$ cat src/sv/dba_pkg.sv
// Shared types, codes and constants of the descriptor bitmap allocator.
// Holds request kinds, result status codes and the eligible-bit mask helper.
// No dependencies.
package dba_pkg;

  localparam int IDX_W          = 10;
  localparam int KIND_W         = 2;
  localparam int STATUS_W       = 2;
  localparam int INDEX_SPAN     = 1024;
  localparam int MAX_WORD_BITS  = 64;

  localparam int MAX_IDS_DEF      = 1024;
  localparam int WORD_BITS_DEF    = 32;
  localparam int RESERVED_LOW_DEF = 3;

  typedef enum logic [KIND_W-1:0] {
    KIND_CLAIM_NAMED = 2'd0,
    KIND_CLAIM_ANY   = 2'd1,
    KIND_RELEASE     = 2'd2,
    KIND_UNUSED      = 2'd3
  } kind_t;

  typedef enum logic [STATUS_W-1:0] {
    ST_DONE    = 2'd0,
    ST_BUSY    = 2'd1,
    ST_FULL    = 2'd2,
    ST_IGNORED = 2'd3
  } status_t;

  // Bits of map word w that an anonymous claim may hand out.
  function automatic logic [MAX_WORD_BITS-1:0] elig_mask(input int unsigned w,
                                                         input int unsigned wb,
                                                         input int unsigned rl,
                                                         input int unsigned lim);
    logic [MAX_WORD_BITS-1:0] m;
    int unsigned              n;
    m = '0;
    for (int b = 0; b < MAX_WORD_BITS; b++) begin
      n = w * wb + b;
      m[b] = (b < wb) && (n >= rl) && (n < lim);
    end
    return m;
  endfunction

endpackage

$ cat src/sv/descriptor_bitmap_allocator.sv
// Descriptor bitmap allocator: claims and releases descriptor numbers.
// A request that touches the map passes S_READ and S_MOD and shows its
// result on return to idle, a rejected one in the cycle after acceptance.
// busy covers the map read, modify and write-back, and no new request is
// taken while busy. Reset (rst_n, synchronous) frees every number.
// Depends on dba_pkg and dba_map.
module descriptor_bitmap_allocator
  import dba_pkg::*;
#(
  parameter int MAX_IDS      = MAX_IDS_DEF,
  parameter int WORD_BITS    = WORD_BITS_DEF,
  parameter int RESERVED_LOW = RESERVED_LOW_DEF
) (
  input  logic                clk,
  input  logic                rst_n,
  input  logic                start,
  output logic                busy,
  input  logic [KIND_W-1:0]   in_kind,
  input  logic [IDX_W-1:0]    in_index,
  output logic                out_strobe,
  output logic [STATUS_W-1:0] out_status,
  output logic [IDX_W-1:0]    out_granted
);

  localparam int ID_LIMIT  = (MAX_IDS < INDEX_SPAN) ? MAX_IDS : INDEX_SPAN;
  localparam int MAP_WORDS = (ID_LIMIT + WORD_BITS - 1) / WORD_BITS;
  localparam int ADDR_W    = (MAP_WORDS > 1) ? $clog2(MAP_WORDS) : 1;
  localparam int BIT_W     = $clog2(WORD_BITS);
  localparam int DIV_SH    = 20;
  localparam int RECIP     = ((1 << DIV_SH) + WORD_BITS - 1) / WORD_BITS;
  localparam int PROD_W    = IDX_W + DIV_SH;
  localparam int CMP_W     = IDX_W + 1;
  localparam int GR_W      = IDX_W + 7;

  typedef enum logic [1:0] {
    S_IDLE,
    S_READ,
    S_MOD
  } state_t;

  state_t                state_r;
  kind_t                 kind_r;
  logic [IDX_W-1:0]      idx_r;
  logic [ADDR_W-1:0]     waddr_r;
  logic [BIT_W-1:0]      bit_r;
  logic                  out_strobe_r;
  logic [STATUS_W-1:0]   out_status_r;
  logic [IDX_W-1:0]      out_granted_r;

  logic                  accept;
  logic [PROD_W-1:0]     prod;
  logic [ADDR_W-1:0]     in_word;
  logic [IDX_W-1:0]      in_rem;
  logic                  in_range;
  logic                  in_reserved;
  logic                  free_found;
  logic [ADDR_W-1:0]     free_addr;
  logic                  rd_en;
  logic [WORD_BITS-1:0]  rd_data;
  logic                  wr_en;
  logic [WORD_BITS-1:0]  wr_data;
  logic [MAX_WORD_BITS-1:0] any_elig;
  logic [WORD_BITS-1:0]  free_bits;
  logic [BIT_W-1:0]      free_bit;
  logic [WORD_BITS-1:0]  bit_sel;
  logic [GR_W-1:0]       any_gr;

  assign accept = start && !busy;
  assign busy   = (state_r != S_IDLE);

  // Word number and bit position of the named index.
  assign prod    = PROD_W'(in_index) * PROD_W'(RECIP);
  assign in_word = ADDR_W'(prod >> DIV_SH);
  assign in_rem  = IDX_W'(in_index - IDX_W'(IDX_W'(in_word) * IDX_W'(WORD_BITS)));

  assign in_range    = CMP_W'(in_index) < CMP_W'(ID_LIMIT);
  assign in_reserved = CMP_W'(in_index) < CMP_W'(RESERVED_LOW);

  dba_map #(
    .WORD_BITS    (WORD_BITS),
    .RESERVED_LOW (RESERVED_LOW),
    .ID_LIMIT     (ID_LIMIT),
    .MAP_WORDS    (MAP_WORDS),
    .ADDR_W       (ADDR_W)
  ) u_map (
    .clk        (clk),
    .rst_n      (rst_n),
    .rd_en      (rd_en),
    .rd_addr    (waddr_r),
    .rd_data    (rd_data),
    .wr_en      (wr_en),
    .wr_addr    (waddr_r),
    .wr_data    (wr_data),
    .free_found (free_found),
    .free_addr  (free_addr)
  );

  assign rd_en = (state_r == S_READ);

  assign any_elig  = elig_mask(32'(waddr_r), WORD_BITS, RESERVED_LOW, ID_LIMIT);
  assign free_bits = ~rd_data & any_elig[WORD_BITS-1:0];

  always_comb begin
    free_bit = '0;
    for (int b = WORD_BITS - 1; b >= 0; b--) begin
      if (free_bits[b]) begin
        free_bit = BIT_W'(b);
      end
    end
  end

  assign any_gr = GR_W'(GR_W'(waddr_r) * GR_W'(WORD_BITS)) + GR_W'(free_bit);

  always_comb begin
    bit_sel = '0;
    wr_en   = 1'b0;
    wr_data = rd_data;
    if (state_r == S_MOD) begin
      case (kind_r)
        KIND_CLAIM_NAMED: begin
          bit_sel = WORD_BITS'(1) << bit_r;
          wr_en   = !rd_data[bit_r];
          wr_data = rd_data | bit_sel;
        end
        KIND_CLAIM_ANY: begin
          bit_sel = WORD_BITS'(1) << free_bit;
          wr_en   = 1'b1;
          wr_data = rd_data | bit_sel;
        end
        KIND_RELEASE: begin
          bit_sel = WORD_BITS'(1) << bit_r;
          wr_en   = 1'b1;
          wr_data = rd_data & ~bit_sel;
        end
        default: begin
          wr_en = 1'b0;
        end
      endcase
    end
  end

  always_ff @(posedge clk) begin
    if (!rst_n) begin
      state_r       <= S_IDLE;
      out_strobe_r  <= 1'b0;
      kind_r        <= KIND_CLAIM_NAMED;
      out_status_r  <= ST_DONE;
      out_granted_r <= '0;
      idx_r         <= '0;
      waddr_r       <= '0;
      bit_r         <= '0;
    end else begin
      out_strobe_r <= 1'b0;
      unique case (state_r)
        S_IDLE: begin
          if (accept) begin
            kind_r        <= kind_t'(in_kind);
            idx_r         <= in_index;
            bit_r         <= BIT_W'(in_rem);
            waddr_r       <= in_word;
            out_granted_r <= '0;
            unique case (kind_t'(in_kind))
              KIND_CLAIM_NAMED: begin
                if (in_range) begin
                  state_r <= S_READ;
                end else begin
                  out_strobe_r <= 1'b1;
                  out_status_r <= ST_FULL;
                end
              end
              KIND_CLAIM_ANY: begin
                waddr_r <= free_addr;
                if (free_found) begin
                  state_r <= S_READ;
                end else begin
                  out_strobe_r <= 1'b1;
                  out_status_r <= ST_FULL;
                end
              end
              KIND_RELEASE: begin
                if (in_range && !in_reserved) begin
                  state_r <= S_READ;
                end else begin
                  out_strobe_r <= 1'b1;
                  out_status_r <= ST_IGNORED;
                end
              end
              default: begin
                out_strobe_r <= 1'b1;
                out_status_r <= ST_IGNORED;
              end
            endcase
          end
        end
        S_READ: begin
          state_r <= S_MOD;
        end
        S_MOD: begin
          state_r      <= S_IDLE;
          out_strobe_r <= 1'b1;
          case (kind_r)
            KIND_CLAIM_NAMED: begin
              if (rd_data[bit_r]) begin
                out_status_r  <= ST_BUSY;
                out_granted_r <= '0;
              end else begin
                out_status_r  <= ST_DONE;
                out_granted_r <= idx_r;
              end
            end
            KIND_CLAIM_ANY: begin
              out_status_r  <= ST_DONE;
              out_granted_r <= IDX_W'(any_gr);
            end
            default: begin
              out_status_r  <= ST_DONE;
              out_granted_r <= idx_r;
            end
          endcase
        end
        default: begin
          state_r <= S_IDLE;
        end
      endcase
    end
  end

  assign out_strobe  = out_strobe_r;
  assign out_status  = out_status_r;
  assign out_granted = out_granted_r;

`ifndef SYNTH
  a_no_strobe_busy: assert property (@(posedge clk) disable iff (!rst_n)
    out_strobe |-> !busy)
    else $error("result strobe while a request is in progress");

  a_strobe_follows: assert property (@(posedge clk) disable iff (!rst_n)
    out_strobe |-> ($past(start && !busy) || $past(start && !busy, 3)))
    else $error("result without a matching request");

  a_fail_zero: assert property (@(posedge clk) disable iff (!rst_n)
    (out_strobe && out_status != ST_DONE) |-> (out_granted == '0))
    else $error("nonzero index on a failed request");

  a_mod_after_read: assert property (@(posedge clk) disable iff (!rst_n)
    (state_r == S_MOD) |-> ($past(state_r) == S_READ))
    else $error("map write-back without a preceding read");
`endif

endmodule

$ cat src/sv/dba_map.sv
// Used/free bitmap memory of the descriptor allocator with per-word valid
// and full flags, and the lowest non-full word search.
// Depends on dba_pkg.
module dba_map
  import dba_pkg::*;
#(
  parameter int WORD_BITS    = WORD_BITS_DEF,
  parameter int RESERVED_LOW = RESERVED_LOW_DEF,
  parameter int ID_LIMIT     = INDEX_SPAN,
  parameter int MAP_WORDS    = (ID_LIMIT + WORD_BITS - 1) / WORD_BITS,
  parameter int ADDR_W       = (MAP_WORDS > 1) ? $clog2(MAP_WORDS) : 1
) (
  input  logic                 clk,
  input  logic                 rst_n,
  input  logic                 rd_en,
  input  logic [ADDR_W-1:0]    rd_addr,
  output logic [WORD_BITS-1:0] rd_data,
  input  logic                 wr_en,
  input  logic [ADDR_W-1:0]    wr_addr,
  input  logic [WORD_BITS-1:0] wr_data,
  output logic                 free_found,
  output logic [ADDR_W-1:0]    free_addr
);

  logic [WORD_BITS-1:0]     mem [MAP_WORDS];
  logic [WORD_BITS-1:0]     rd_word_r;
  logic                     rd_vld_r;
  logic [MAP_WORDS-1:0]     vld_r;
  logic [MAP_WORDS-1:0]     full_r;
  logic [MAP_WORDS-1:0]     has_elig;
  logic [MAX_WORD_BITS-1:0] wr_elig_all;
  logic [WORD_BITS-1:0]     wr_elig;
  logic                     wr_full;

  for (genvar g = 0; g < MAP_WORDS; g++) begin : g_elig
    localparam logic [MAX_WORD_BITS-1:0] EMASK =
      elig_mask(g, WORD_BITS, RESERVED_LOW, ID_LIMIT);
    assign has_elig[g] = |EMASK;
  end

  always_ff @(posedge clk) begin
    if (wr_en) begin
      mem[wr_addr] <= wr_data;
    end
    if (rd_en) begin
      rd_word_r <= mem[rd_addr];
    end
  end

  assign wr_elig_all = elig_mask(32'(wr_addr), WORD_BITS, RESERVED_LOW, ID_LIMIT);
  assign wr_elig     = wr_elig_all[WORD_BITS-1:0];
  assign wr_full     = &(wr_data | ~wr_elig);

  always_ff @(posedge clk) begin
    if (!rst_n) begin
      vld_r    <= '0;
      full_r   <= '0;
      rd_vld_r <= 1'b0;
    end else begin
      if (rd_en) begin
        rd_vld_r <= vld_r[rd_addr];
      end
      if (wr_en) begin
        vld_r[wr_addr]  <= 1'b1;
        full_r[wr_addr] <= wr_full;
      end
    end
  end

  assign rd_data = rd_vld_r ? rd_word_r : '0;

  always_comb begin
    free_found = 1'b0;
    free_addr  = '0;
    for (int w = MAP_WORDS - 1; w >= 0; w--) begin
      if (has_elig[w] && !full_r[w]) begin
        free_found = 1'b1;
        free_addr  = ADDR_W'(w);
      end
    end
  end

endmodule
$ cat config.mk
export PLATFORM = sky130hd
export DESIGN_NAME = descriptor_bitmap_allocator
export DESIGN_NICKNAME = d
export VERILOG_FILES = /design/src/sv/dba_pkg.sv /design/src/sv/descriptor_bitmap_allocator.sv /design/src/sv/dba_map.sv
export SDC_FILE = /design/constraint.sdc
export NUM_CORES = 1
export LEC_CHECK = 0
export BUFFER_PORTS_ARGS = -buffer_cell sky130_fd_sc_hd__buf_2
export CORE_UTILIZATION = 57
export CTS_BUF_LIST = sky130_fd_sc_hd__clkbuf_16
export CTS_CLUSTER_DIAMETER = 200
export DETAILED_ROUTE_END_ITERATION = 8
export PLACE_DENSITY = 0.76
export SLEW_MARGIN = 20
export SYNTH_ARGS = -nofsm -noshare
export SYNTH_HDL_FRONTEND = slang
export SYNTH_HIERARCHICAL = 1
export SYNTH_SLANG_ARGS = --single-unit
$ cat constraint.sdc
create_clock -name clk -period 4.7 [get_ports clk]
set_input_delay 0.235 -clock clk [delete_from_list [all_inputs] [get_ports clk]]
set_output_delay 0.235 -clock clk [all_outputs]
set_load 0.02 [all_outputs]
==> key figures, run 1 <==
Outcome
  • Status: finished, violations left
  • Failing checks: DRC

Yosys
  • Share of the synthesized area in the top cell type: 67.90%
  • Synthesized Nets: 2435
  • Yosys warnings: 6
  • Syn Inst Count: 2416
  • Cell Area, Synth: 46700 µm²
  • Cell variety after synth: 73
  • Synth top area cells: edfxtp_1, mux4_2, dfxtp_1
  • Synth Area per Inst: 19.33 µm²
  • Main synth FF type: edfxtp_1
  • Ys async rst share: 0%
  • Cell accounting for the most synthesized area: edfxtp_1
  • Post-synthesis sequential area ratio: 72.06%
  • Number of synthesized register bits: 1153
  • Number of flops mapped to enable cells by yosys: 1056

Clock network
  • CTS Hold Bufs: 13
  • CTS tree: built
  • Post-CTS Resized: 0
  • Root buf cell: clkbuf_16
  • H-tree levels: 3
  • CTS clk-pin slew, worst paths: 70 ps
  • Worst-Skew Late Latency: 700 ps
  • Setup Fix Bufs, Post-CTS: 0
  • Worst-case clock buffer depth: 3
  • CTS sink count: 1153
  • CTS buffer count: 112

Place
  • Place WS: 412.3 ps
  • Detailed Place HPWL: 74620 µm
  • DP Area: 49450 µm²
  • Port bufs: 28
  • Routability-driven placement congestion ratio: 0.9866
  • Post-Place Cells: 3502

Die
  • Row Count: 104
  • Initial Utilization: 57.79%
  • CORE AREA: 80810 µm²
  • I/O pin count: 29
  • Die width: 288.2 µm
  • Die ar.: 83080 µm²
  • DIE HEIGHT: 288.2 µm

Cells and area
  • Commonest non-fill, non-tap cell in the layout: edfxtp_1
  • Post-route cell area: 53260 µm²
  • # nets final: 2589
  • Fill cell count: 5132
  • Area Growth Syn to Fin: 14.05%
  • # diodes: 0
  • Core Util, Final: 65.92%
  • Layout cells sized above 1: 29.53%
  • Commonest non-fill, non-tap cells in the layout: edfxtp_1, mux4_2, nand2_1
  • Fin cells: 3725

STA
  • FMAX: 0.2253 GHz
  • Hold WS: 292.4 ps
  • Final WS setup: 261.0 ps
  • Max Slew Vio Count: 0
  • Tcrit/Tclk final: 94.45%
  • Final Skew: 46.87 ps
  • Fin crit period: 4439 ps
  • Actual slew at the worst max-slew pin: 1068 ps
  • RSZ-0062 raised after global routing: false
  • Final setup vio count: 0
  • Final hold viol count: 0
  • Slew HR: 28.64%
  • Setup TNS: 0 ps

Route
  • TritonRoute pass-1 iters: 7
  • Antenna-violating nets left: 0
  • DRC viols: 7
  • WL/cell: 34.28 µm
  • Vias: 25630
  • Highest metal used: met5
  • Routed vias/inst: 6.881
  • Final WL: 127700 µm
  • WL met3: 12800 µm
  • Routed length on met1: 49690 µm
  • Met2 wire length: 61180 µm
  • Drt first-iter violations: 3576

Power
  • P_leak: 15.27 nW
  • Maximum VDD drop: 0.0003702 V
  • Pwr/cell area: 403.0 nW/µm²
  • Overall power consumption: 21.47 mW

GRT
  • Initial antenna violation count: 2
  • Largest net degree at the start of global routing: 150
  • Vias in the first global route: 25860
  • Total GRT Usage: 31.35%
  • GRT overflow: 0
  • Global-route wire length before repair: 182900 µm

Worst setup path
  • Worst R2R End: u_map/full_r[16]
  • CP max FO: 33
  • Crit path launch type: register
  • Reg-to-reg slack, setup: 260 ps
  • R2r startpoint: u_map/rd_vld_r
  • CP Capture Type: register
  • Reg2Reg Depth: 15
  • CP arrival: 5020 ps
  • Worst EP required: 5280 ps
  • Critical path class: register to register

Worst hold path
  • Hold Crit Endpoint: out_granted[4]
  • Hold Path Depth: 4
  • Hold path start: rst_n
  • Hold Crit Class: primary input to register

Run
  • Max cap viols: 0
## kinds of logic (layout without fill, tap and decap cells)
family,count (synthesis),after routing,synth area share [%]
and+or+nand+nor,364,364,3.965
AOI/OAI and AO/OA,347,347,4.916
muxes,387,387,17.19
adders and majority gates,4,4,0.1072
buffers and inverters,161,410,1.758
DFF,1153,1153,72.06
## worst max path at each step
stage,from,endpoint,slack (ps),depth (start not counted)
after floorplan,u_map/rd_vld_r,u_map/full_r[12],20,15
after CTS,idx_r[1],u_map/mem[19][31],330,10
after global routing,u_map/rd_vld_r,u_map/full_r[16],30,15
final,u_map/rd_vld_r,u_map/full_r[16],260,15
after global placement,idx_r[0],u_map/mem[9][7],90,11
after detailed placement,idx_r[1],u_map/mem[19][5],410,10
## layout make-up
class / count / area, µm² / area share, %
Clock buffer: 113 / 2828 / 5.309
Clock inverter: 96 / 837.1 / 1.571
Inverter: 21 / 78.83 / 0.1480
Multi-Input combinational cell: 1102 / 12710 / 23.86
Sequential cell: 1153 / 33670 / 63.21
Tap cell: 1060 / 1326 / 2.490
Timing Repair Buffer: 180 / 1819 / 3.415
## synthesized netlist by cell type, drive strengths merged (13+ instances only)
library cell / count
a21boi: 48
nand3: 22
nor3: 13
mux2: 32
nor2: 60
nor2b: 16
and2: 38
nand4: 33
inv: 21
edfxtp: 1056
nand2b: 13
dfxtp: 97
nand2: 121
o21ai: 85
a21oi: 85
mux2i: 26
buf: 73
o21a: 36
mux4: 329
clkbuf: 66
## metal layers
metal / up-vias / GRT usage (%)
met5: - / 0
met4: 2 / 10.01
met3: 255 / 5.671
met2: 1639 / 49.72
met1: 13440 / 44.83
li1: 10300 / -
## power breakdown
part	switching, mW	internal [mW]
clock	3.82	5.09
sequential	0.0392	11.1
combinational	0.803	0.573
## worst max-delay path: stages (launching register included)
cell and delay (ps):
dfxtp_1 300, buf_4 320, and2_1 410, nand4_1 320
nor2_1 290, o21ai_0 290, nor3_2 480, inv_1 160
o31ai_4 300, nand4_1 160, nor4_1 480, nand2_1 130
nor2_2 180, buf_12 220, nand2_1 70, a21boi_0 210
## flip-flops by register name, indices dropped and copies added, names as in the netlist, 2 cells and up
| name | cells |
|---|---|
| u_map/vld_r | 32 |
| idx_r | 10 |
| state_r | 2 |
| waddr_r | 5 |
| u_map/rd_word_r | 32 |
| u_map/mem | 1024 |
| u_map/full_r | 32 |
| kind_r | 2 |
| out_status | 2 |
| out_granted | 10 |
No activity file was read; power rests on OpenSTA's default activity.
==> run 2, diff against run 1 <==
- BUFFER_PORTS_ARGS: -buffer_cell sky130_fd_sc_hd__buf_2 -> -buffer_cell sky130_fd_sc_hd__buf_4
- SETUP_SLACK_MARGIN: default -> 0.4
==> run 2 against run 1 <==
The flow still finishes with violations (DRC); first-iteration DRC count down 5.5%; power shrank 0.30%; clock-buffer cell count down 1; sequential cell count unchanged; clock power fell by 0.9%; global-route usage decreased by 0.14 points; hold slack improved by 170 ps; sequential power hardly changed; sequential share of layout area is 0.11 points lower; highest routed layer unchanged.
==> key figures, run 2 (synthesis results as in run 1) <==
Cells and area
  • Commonest non-fill, non-tap cells in the layout: edfxtp_1, mux4_2, buf_4 (was edfxtp_1, mux4_2, nand2_1)
  • Layout cells sized above 1: 29.51% (was 29.53%)
  • Fill cell count: 5101 (was 5132)
  • Post-route cell area: 53360 µm² (was 53260 µm²)
  • Commonest non-fill, non-tap cell in the layout: edfxtp_1 (unchanged)
  • # nets final: 2597 (was 2589)
  • Max FFs per register: 1024 (unchanged)
  • Area Growth Syn to Fin: 14.26% (was 14.05%)
  • Largest Register: u_map/mem (unchanged)

Worst setup path
  • Reg2Reg Depth: 10 (was 15)
  • Worst R2R End: u_map/mem[23][8] (was u_map/full_r[16])
  • CP Launch Point: idx_r[0] (was u_map/rd_vld_r)
  • CP arrival: 4550 ps (was 5020 ps)
  • Worst EP required: 5050 ps (was 5280 ps)
  • Slowest cell on crit path: nor2_4 (was nor3_2)
  • Worst path bufs/invs: 2 (was 3)
  • Crit-path max cell delay: 800 ps (was 480 ps)
  • CP max FO: 18 (was 33)
  • Crit path launch type: register (unchanged)
  • CP Capture Type: register (unchanged)
  • Reg-to-reg slack, setup: 510 ps (was 260 ps)
  • Cell family with most CP delay: simple AND/OR/NAND/NOR gates (unchanged)
  • Cell Chain, Critical Path: nor2b_1 > a22oi_1 > a21oi_1 > a2111oi_4 > and2b_1 > o21a_1 > nand3_1 > buf_12 > nor2_4 > buf_4 (was buf_4 > and2_1 > nand4_1 > nor2_1 > o21ai_0 > nor3_2 > inv_1 > o31ai_4 > nand4_1 > nor4_1 > nand2_1 > nor2_2 > buf_12 > nand2_1 > a21boi_0)
  • Critical path class: register to register (unchanged)
  • R2r startpoint: idx_r[0] (was u_map/rd_vld_r)

Worst hold path
  • Hold path start: u_map/vld_r[9] (was rst_n)
  • Hold Path Depth: 1 (was 4)
  • Hold Crit Endpoint: u_map/vld_r[9] (was out_granted[4])
  • Hold Crit Class: register to register (was primary input to register)

STA
  • Max Slew Vio Count: 0 (unchanged)
  • Final WS setup: 506.5 ps (was 261.0 ps)
  • Tcrit/Tclk final: 89.22% (was 94.45%)
  • Setup TNS: 0 ps (unchanged)
  • Slew HR: 23.93% (was 28.64%)
  • Final setup vio count: 0 (unchanged)
  • Fin crit period: 4193 ps (was 4439 ps)
  • Final hold viol count: 0 (unchanged)
  • Hold WS: 463.8 ps (was 292.4 ps)
  • Actual slew at the worst max-slew pin: 1141 ps (was 1068 ps)
  • RSZ-0062 raised after global routing: true (was false)
  • FMAX: 0.2385 GHz (was 0.2253 GHz)
  • Final Skew: 63.07 ps (was 46.87 ps)

Place
  • DP Area: 49210 µm² (was 49450 µm²)
  • Place WS: 151.3 ps (was 412.3 ps)
  • Port bufs: 28 (unchanged)
  • Routability-driven placement congestion ratio: 0.9973 (was 0.9866)
  • Detailed Place HPWL: 72030 µm (was 74620 µm)

Route
  • DRC viols: 12 (was 7)
  • Vias: 25500 (was 25630)
  • WL/cell: 34.02 µm (was 34.28 µm)
  • Routed vias/inst: 6.826 (was 6.881)
  • Final WL: 127100 µm (was 127700 µm)
  • Drt first-iter violations: 3381 (was 3576)
  • Antenna-violating nets left: 0 (unchanged)
  • TritonRoute pass-1 iters: 7 (unchanged)

Clock network
  • CTS tree: built (unchanged)
  • Worst-case clock buffer depth: 3 (unchanged)
  • CTS buffer count: 110 (was 112)
  • CTS sink count: 1153 (unchanged)
  • Worst-Skew Late Latency: 710 ps (was 700 ps)
  • H-tree levels: 3 (unchanged)
  • CTS clk-pin slew, worst paths: 60 ps (was 70 ps)
  • Root buf cell: clkbuf_16 (unchanged)

Power
  • Overall power consumption: 21.40 mW (was 21.47 mW)
  • Pwr/cell area: 401.1 nW/µm² (was 403.0 nW/µm²)
  • P_leak: 15.33 nW (was 15.27 nW)
  • Maximum VDD drop: 0.0003885 V (was 0.0003702 V)

Die
  • CORE AREA: 80810 µm² (unchanged)
  • Die ar.: 83080 µm² (unchanged)
  • Die width: 288.2 µm (unchanged)
  • DIE HEIGHT: 288.2 µm (unchanged)
  • Row Count: 104 (unchanged)
  • Initial Utilization: 57.79% (unchanged)
  • I/O pin count: 29 (unchanged)

GRT
  • M2 GR Usage: 48.86% (was 49.72%)
  • Global-route wire length before repair: 183000 µm (was 182900 µm)
  • Largest net degree at the start of global routing: 146 (was 150)
  • GRT overflow: 0 (unchanged)
  • Met3 GRT Util: 5.190% (was 5.671%)
  • Layer with the highest usage: met2 (unchanged)
  • Initial antenna violation count: 2 (unchanged)
  • Vias in the first global route: 25950 (was 25860)
  • Grt met1 use: 43.69% (was 44.83%)
  • Total GRT Usage: 31.21% (was 31.35%)

Outcome
  • Failing checks: DRC (unchanged)
  • Status: finished, violations left (unchanged)

Run
  • Max cap viols: 0 (unchanged)
==> run 2: cell types whose count changed in the layout (fill, tap and decap cells not counted), moves of 3 or more <==
cell / change
clkinv_16: +4
buf_2: -28
buf_16: -3
clkinv_2: +4
buf_12: -8
buf_4: +34
dlygate4sd3_1: +13
==> run 2: how the worst max path moves through the flow <==
stage | endpoint | cells past startpoint
2_1_floorplan | u_map/mem[0][0] | 13
3_3_place_gp | u_map/full_r[27] | 18
3_5_place_dp | u_map/full_r[23] | 18
4_1_cts | u_map/mem[30][24] | 10
5_1_grt | u_map/full_r[23] | 17
6_report | u_map/mem[23][8] | 10
==> run 2: what timing repair did <==
item	CTS	global route
hold buffers	26	0
resized for setup	2	12
gates cloned	0	1
setup endpoints to repair	65	251
endpoints found under the hold margin	29	0
pin swaps	3	5
setup buffers	9	0
==> run 2: power breakdown <==
part	leakage [nW]	switching, mW	internal (mW)	total (mW)
combinational	4.01	0.796	0.590	1.39
sequential	9.45	0.0386	11.1	11.2
clock	1.88	3.88	4.97	8.84
==> run 2: area by class of cell <==
cell class | instances | area [µm²] | area share (%)
diodes | 1 | 2.502 | 0.004690
clock buffers | 112 | 2803 | 5.253
clock inverters | 96 | 858.3 | 1.609
inverters | 21 | 78.83 | 0.1477
multi-input cells | 1103 | 12790 | 23.96
flip-flops and latches | 1153 | 33670 | 63.10
well taps | 1060 | 1326 | 2.486
repair buffers | 189 | 1833 | 3.435
==> run 2: routing by layer <==
metal / vias up / wire length [µm]
met3: 309 / 12080
met5: - / 13
met2: 1603 / 61230
met4: 2 / 5837
li1: 10300 / -
met1: 13280 / 47910
==> run 2: through the flow <==
step           util (%)  std cells
3_3_place_gp      60.89       3488
6_report          66.03       3735
2_1_floorplan         -       2416
4_1_cts           65.88       3731
5_1_grt           66.03       3734
3_5_place_dp      60.89       3488
